===== src/rtl/core/phone_link_frame_parser_assert.svh =====
// Assertion macros for the phone link frame parser.
`ifndef PHONE_LINK_FRAME_PARSER_ASSERT_SVH
`define PHONE_LINK_FRAME_PARSER_ASSERT_SVH
`ifndef SYNTHESIS
`define PLFP_ASSERT(lbl, clk, rst_n, prop) \
  lbl: assert property (@(posedge clk) disable iff (!rst_n) prop) \
    else $error("plfp assertion failed");
`define PLFP_ASSERT_IMPL(lbl, clk, rst_n, ante, cons) \
  lbl: assert property (@(posedge clk) disable iff (!rst_n) (ante) |-> (cons)) \
    else $error("plfp implication failed");
`else
`define PLFP_ASSERT(lbl, clk, rst_n, prop)
`define PLFP_ASSERT_IMPL(lbl, clk, rst_n, ante, cons)
`endif
`endif


===== src/rtl/core/plfp_pkg.sv =====
// Package for the phone link frame parser: parser state type and constants.
`timescale 1ns / 1ps
package plfp_pkg;

  localparam int unsigned BYTE_W   = 8;
  localparam int unsigned LEN_W    = 16;
  localparam int unsigned CFG_IDX_W = 8;

  typedef enum logic [2:0] {
    ST_SYNC  = 3'd0,
    ST_DEST  = 3'd1,
    ST_SRC   = 3'd2,
    ST_TYPE  = 3'd3,
    ST_LENHI = 3'd4,
    ST_LENLO = 3'd5,
    ST_DATA  = 3'd6
  } parse_state_t;

  typedef enum logic [CFG_IDX_W-1:0] {
    CFG_START = 8'd0,
    CFG_PC    = 8'd1,
    CFG_PHONE = 8'd2
  } cfg_reg_t;

  localparam logic RES_PAYLOAD = 1'b0;
  localparam logic RES_EMPTY   = 1'b1;

  localparam logic [BYTE_W-1:0] START_RST = 8'd28;
  localparam logic [BYTE_W-1:0] PC_RST    = 8'd12;
  localparam logic [BYTE_W-1:0] PHONE_RST = 8'd0;

endpackage


===== src/rtl/core/phone_link_frame_parser.sv =====
// Phone link frame parser: header checks and payload byte streaming.
//
//   channel | direction | handshake          | payload
//   in_     | input     | in_valid/in_stall  | rx_byte
//   out_    | output    | out_valid/out_stall| kind, byte, index, type, length, last
//   cfg_    | input     | cfg_valid/cfg_ready| index, data
//
// One byte per cycle while in_stall is low; each result is registered and appears in the cycle after its transfer.
// Rate is set by the single output register, which refills in the cycle it drains.
// in_stall rises only while a held result is stalled.
// Synchronous active-low reset clears the parser and loads register defaults.
`timescale 1ns / 1ps
`include "phone_link_frame_parser_assert.svh"
module phone_link_frame_parser (
  input  logic        clk,
  input  logic        rst_n,
  input  logic        in_valid,
  output logic        in_stall,
  input  logic [7:0]  in_rx_byte,
  output logic        out_valid,
  input  logic        out_stall,
  output logic        out_result_kind,
  output logic [7:0]  out_payload_byte,
  output logic [15:0] out_byte_index,
  output logic [7:0]  out_frame_type,
  output logic [15:0] out_frame_length,
  output logic        out_last_of_frame,
  input  logic        cfg_valid,
  output logic        cfg_ready,
  input  logic [7:0]  cfg_index,
  input  logic [7:0]  cfg_data
);

  logic [7:0] start_r, pc_r, phone_r;

  plfp_pkg::parse_state_t state_r, state_nxt;
  logic [7:0]  type_r, type_nxt;
  logic [15:0] len_r, len_nxt;
  logic [15:0] seen_r, seen_nxt;
  logic [16:0] seen_inc;

  logic        res_valid;
  logic        res_kind;
  logic [7:0]  res_byte;
  logic [15:0] res_index;
  logic        res_last;

  logic        out_valid_r, out_valid_nxt;
  logic        kind_r;
  logic [7:0]  byte_r;
  logic [15:0] index_r;
  logic [7:0]  ftype_r;
  logic [15:0] flen_r;
  logic        last_r;

  logic in_xfer;

  assign cfg_ready = 1'b1;
  assign in_stall  = out_valid_r & out_stall;
  assign in_xfer   = in_valid & ~in_stall;

  always_ff @(posedge clk) begin
    if (!rst_n) begin
      start_r <= plfp_pkg::START_RST;
      pc_r    <= plfp_pkg::PC_RST;
      phone_r <= plfp_pkg::PHONE_RST;
    end else if (cfg_valid && cfg_ready) begin
      case (cfg_index)
        plfp_pkg::CFG_START: start_r <= cfg_data;
        plfp_pkg::CFG_PC:    pc_r    <= cfg_data;
        plfp_pkg::CFG_PHONE: phone_r <= cfg_data;
        default: ;
      endcase
    end
  end

  assign seen_inc = {1'b0, seen_r} + 17'd1;

  always_comb begin
    state_nxt = state_r;
    type_nxt  = type_r;
    len_nxt   = len_r;
    seen_nxt  = seen_r;
    res_valid = 1'b0;
    res_kind  = plfp_pkg::RES_PAYLOAD;
    res_byte  = 8'd0;
    res_index = 16'd0;
    res_last  = 1'b0;
    case (state_r)
      plfp_pkg::ST_DEST: begin
        state_nxt = (in_rx_byte == pc_r) ? plfp_pkg::ST_SRC : plfp_pkg::ST_SYNC;
      end
      plfp_pkg::ST_SRC: begin
        state_nxt = (in_rx_byte == phone_r) ? plfp_pkg::ST_TYPE : plfp_pkg::ST_SYNC;
      end
      plfp_pkg::ST_TYPE: begin
        type_nxt  = in_rx_byte;
        state_nxt = plfp_pkg::ST_LENHI;
      end
      plfp_pkg::ST_LENHI: begin
        len_nxt   = {in_rx_byte, 8'd0};
        state_nxt = plfp_pkg::ST_LENLO;
      end
      plfp_pkg::ST_LENLO: begin
        len_nxt = {len_r[15:8], in_rx_byte};
        if (len_nxt == 16'd0) begin
          res_valid = 1'b1;
          res_kind  = plfp_pkg::RES_EMPTY;
          res_last  = 1'b1;
          state_nxt = plfp_pkg::ST_SYNC;
        end else begin
          state_nxt = plfp_pkg::ST_DATA;
        end
      end
      plfp_pkg::ST_DATA: begin
        res_valid = 1'b1;
        res_kind  = plfp_pkg::RES_PAYLOAD;
        res_byte  = in_rx_byte;
        res_index = seen_r;
        res_last  = (seen_inc == {1'b0, len_r});
        seen_nxt  = seen_inc[15:0];
        if (res_last) begin
          state_nxt = plfp_pkg::ST_SYNC;
        end
      end
      default: begin
        if (in_rx_byte == start_r) begin
          seen_nxt  = 16'd0;
          state_nxt = plfp_pkg::ST_DEST;
        end else begin
          state_nxt = plfp_pkg::ST_SYNC;
        end
      end
    endcase
  end

  always_ff @(posedge clk) begin
    if (!rst_n) begin
      state_r <= plfp_pkg::ST_SYNC;
      type_r  <= 8'd0;
      len_r   <= 16'd0;
      seen_r  <= 16'd0;
    end else if (in_xfer) begin
      state_r <= state_nxt;
      type_r  <= type_nxt;
      len_r   <= len_nxt;
      seen_r  <= seen_nxt;
    end
  end

  always_comb begin
    out_valid_nxt = out_valid_r;
    if (in_xfer) begin
      out_valid_nxt = res_valid;
    end else if (!out_stall) begin
      out_valid_nxt = 1'b0;
    end
  end

  always_ff @(posedge clk) begin
    if (!rst_n) begin
      out_valid_r <= 1'b0;
    end else begin
      out_valid_r <= out_valid_nxt;
    end
  end

  always_ff @(posedge clk) begin
    if (in_xfer && res_valid) begin
      kind_r  <= res_kind;
      byte_r  <= res_byte;
      index_r <= res_index;
      ftype_r <= type_nxt;
      flen_r  <= len_nxt;
      last_r  <= res_last;
    end
  end

  assign out_valid         = out_valid_r;
  assign out_result_kind   = kind_r;
  assign out_payload_byte  = byte_r;
  assign out_byte_index    = index_r;
  assign out_frame_type    = ftype_r;
  assign out_frame_length  = flen_r;
  assign out_last_of_frame = last_r;

  `PLFP_ASSERT_IMPL(a_empty_fields, clk, rst_n,
    out_valid_r && (kind_r == plfp_pkg::RES_EMPTY),
    (byte_r == 8'd0) && (index_r == 16'd0) && last_r && (flen_r == 16'd0))
  `PLFP_ASSERT_IMPL(a_last_index, clk, rst_n,
    out_valid_r && (kind_r == plfp_pkg::RES_PAYLOAD) && last_r,
    ({1'b0, index_r} + 17'd1) == {1'b0, flen_r})
  `PLFP_ASSERT_IMPL(a_data_len, clk, rst_n,
    state_r == plfp_pkg::ST_DATA, (len_r != 16'd0) && (seen_r < len_r))
  `PLFP_ASSERT(a_no_result_in_header, clk, rst_n,
    (in_xfer && (state_r == plfp_pkg::ST_DEST || state_r == plfp_pkg::ST_SRC)) |=>
      !out_valid_r)

endmodule


===== config.mk =====
export PLATFORM = sky130hd
export DESIGN_NAME = phone_link_frame_parser
export DESIGN_NICKNAME = d
export VERILOG_FILES = /design/src/rtl/core/plfp_pkg.sv /design/src/rtl/core/phone_link_frame_parser.sv
export VERILOG_INCLUDE_DIRS = /design/src /design/src/rtl/core
export SDC_FILE = /design/constraint.sdc
export NUM_CORES = 1
export LEC_CHECK = 0
export BUFFER_PORTS_ARGS = -buffer_cell sky130_fd_sc_hd__buf_2
export CORE_ASPECT_RATIO = 1.25
export CORE_MARGIN = 8
export CORE_UTILIZATION = 53
export CTS_CLUSTER_SIZE = 30
export DETAILED_ROUTE_END_ITERATION = 8
export PLACE_DENSITY = 0.75
export SLEW_MARGIN = 30
export SYNTH_ARGS = -nofsm -noshare
export SYNTH_HDL_FRONTEND = slang
export SYNTH_SLANG_ARGS = --single-unit

===== constraint.sdc =====
create_clock -name clk -period 6.6 [get_ports clk]
set_clock_uncertainty 0.2 [all_clocks]
set_input_delay 0 -clock clk [delete_from_list [all_inputs] [get_ports clk]]
set_output_delay 0 -clock clk [all_outputs]
set_load 0.02 [all_outputs]

==> results.tsv <==
metric	value	unit
io pins	82	
largest net degree at the start of global routing	69	
startpoint types	flip-flop	
count leader, synth	dfxtp_1	
Worst VDD drop	179	uV
FILL cells	829	
switching share of power	0.209	
FP Rows	42	
GRT Total Usage	0.203	
CP max stage delay	0.48	ns
CTS max path bufs	2	
gp weighted congestion	0.948	
vias in the first global route	4725	
Congestion Overflow GR	0	
# H-tree levels	4	
HP Class	in2reg	
Clk network pwr share	0.509	
required time of the critical path	6.67	ns
Area growth syn-to-layout	21.0	%
Die H	132	um
initial drt markers	316	
Crit Path Category	reg2reg	
total CTS buffers	17	
Die W	109	um
Synth Instances	548	
Leakage	2.66	nW
number of clock sinks	118	
register area share after synthesis	0.501	
Critical Path AT	2.72	ns
min cycle time layout	2.65	ns
Synth warnings	0	
via count of the routed design	4521	
top_reg_cell synth	dfxtp_1	
initial core utilization	0.541	
number of detailed-route iterations in the first pass	7	
final setup TNS	0	ns
clock-pin slew reported for the worst setup and hold paths after clock tree synthesis	0.05	ns
worst-skew pair later-pin latency	0.41	ns
Avg Vias per Cell	5.84	
IO Port Bufs	80	
Pins Over Slew Limit	0	
first-pass GRT wire length	23000	um
ANT cells	0	
element type at the critical path end	flip-flop	
top cells by count, synth	dfxtp_1, edfxtp_1, o21ai_0, nand2_1, mux2i_1	
Tcrit/Tclk final	0.401	
syn_area_per_cell	10.4	um2
Slew Limit Headroom	0.411	
crit-path max FO	7	
Detail Placement HPWL	9530	um
Post-synth EDFFs	50	
DRC Markers	0	
Nets	660	
largest cells by area after synthesis	edfxtp_1, dfxtp_1, mux2i_1	
share of layout cells above drive strength 1	0.220	
Pint	1.43	mW
critical path cell sequence	ha_1 -> and4_1 -> nand4_2 -> xnor2_1 -> a2111oi_2 -> nand4_1 -> nand2_1 -> a41oi_2	
Comb pwr share	0.061	
worst slew pin tran	0.876	ns
DRT Wirelength	14100	um
slowest CP cell	dfxtp_1	
total power per unit cell area	262	nW/um2
area leader, netlist	edfxtp_1	
Synth top area share	0.263	
WL/cell	18.2	um
sequential share of power	0.430	
Sw Pwr	0.378	mW
Antenna Nets Post-Route	0	
count of different cell masters after synthesis	54	
FFs w/ async S/R, synth	0	
CORE AREA	10600	um2
RSZ-0062 raised after global routing	false	
clk root buf	clkbuf_16	
Syn Nets	579	
antenna violations before repair	0	
mapped cell area	5720	um2
die area	14400	um2
status	finished clean	
Fmax achieved	378	MHz
MaxCap Viol Count	0	
final hold slack	0.0245	ns
CTS tree	built	
Finish-stage setup viols	0	
post-cts sizing count	0	
Synth Register Bits	118	
final number of hold-violating endpoints	0	
cells by family (layout without fill, tap and decap cells):
| logic type | count (synthesis) | after routing | synth area share |
|---|---|---|---|
| AND/OR/NAND/NOR | 180 | 180 | 0.178 |
| other | 1 | 1 | 0.000656 |
| buffers and inverters | 57 | 151 | 0.0453 |
| adder cells (fa/ha/maj) | 2 | 2 | 0.00437 |
| flip-flops | 118 | 118 | 0.501 |
| XOR/XNOR | 43 | 43 | 0.0658 |
| AO/OA/AOI/OAI | 105 | 105 | 0.130 |
| multiplexers | 42 | 42 | 0.0753 |
through the flow:
step	std cells	util	setup slack [ns]	total power, mW	area, um2
floorplan	548	-	3.59	0.863	5720
global placement	723	0.579	3.89	0.891	6110
detailed placement	723	0.579	4.00	0.895	6120
CTS	773	0.654	3.98	1.83	6910
global route	774	0.655	3.81	1.87	6920
finish	774	0.655	3.95	1.81	6920
flip-flops by register name, indices dropped and copies added, names as in the netlist, 3 cells and up:
register,cells
seen_r,16
type_r,8
out_frame_length,16
phone_r,8
out_frame_type,8
out_byte_index,16
start_r,8
pc_r,8
out_payload_byte,8
len_r,16
state_r,3
layer usage:
layer,wire (um),track usage,vias up,part of all wire
met5,0,0,-,0
met1,5190,0.211,2158,0.37
li1,-,-,2140,-
met3,959,0.0665,33,0.068
met4,363,0.0953,0,0.026
met2,7610,0.355,190,0.54
path summary, 6_finish.rpt:
kind / cells after the start / slack, ns / from / end
worst max-delay path: 8 / 3.95 / seen_r[0] / state_r[2]
worst min-delay path: 5 / 0.02 / out_stall / out_valid
worst max register to register: 8 / 3.95 / seen_r[0] / state_r[2]
worst min register to register: 2 / 0.30 / start_r[3] / start_r[3]
area by class of cell:
class | count | area [um2] | area share
multi-input combinational | 373 | 2610 | 0.377
clock inverter | 8 | 91.3 | 0.0132
inverter | 17 | 63.8 | 0.00922
clock buffer | 24 | 514 | 0.0743
timing repair buffer | 102 | 616 | 0.0890
tap | 132 | 165 | 0.0239
sequential | 118 | 2860 | 0.414
repair_timing:
item                                   in CTS  in global routing
endpoints found under the hold margin      56                 61
hold buffers                               18                  1
buffers inserted                            0                  0
cell usage in the layout (no fill, tap or decap), types with 4 or more instances in the layout:
cell / instances
clkinv_2: 4
xnor2_1: 22
and2_1: 24
a22o_1: 8
o21ai_0: 40
o311a_1: 16
mux2i_1: 34
nand3_1: 14
dfxtp_1: 68
and3_1: 5
and4_1: 6
a31oi_1: 14
nand2_1: 39
dlygate4sd3_1: 19
nand4_1: 6
nor2_1: 22
mux2_2: 8
or2_2: 8
xor2_1: 21
inv_1: 15
buf_2: 79
buf_4: 4
clkbuf_16: 19
a21oi_1: 8
nor2b_1: 27
nor3_1: 5
edfxtp_1: 50
nor4_1: 11
worst max-delay path, delay by kind of cell, from the launching register on:
| family | cells | cell delay, ns |
|---|---|---|
| flops | 1 | 0.48 |
| fa+ha+maj | 1 | 0.31 |
| compound gates | 2 | 0.47 |
| simple gates | 4 | 0.84 |
| xor+xnor | 1 | 0.19 |
power by group through the flow:
stage / clock network, mW / registers, mW / logic, mW
2_1_floorplan: 0 / 0.794 / 0.0692
3_3_place_gp: 0 / 0.793 / 0.0979
3_5_place_dp: 0 / 0.794 / 0.101
4_1_cts: 0.936 / 0.779 / 0.110
5_1_grt: 0.967 / 0.780 / 0.119
6_report: 0.922 / 0.780 / 0.110
No activity file was read; power rests on OpenSTA's default activity.
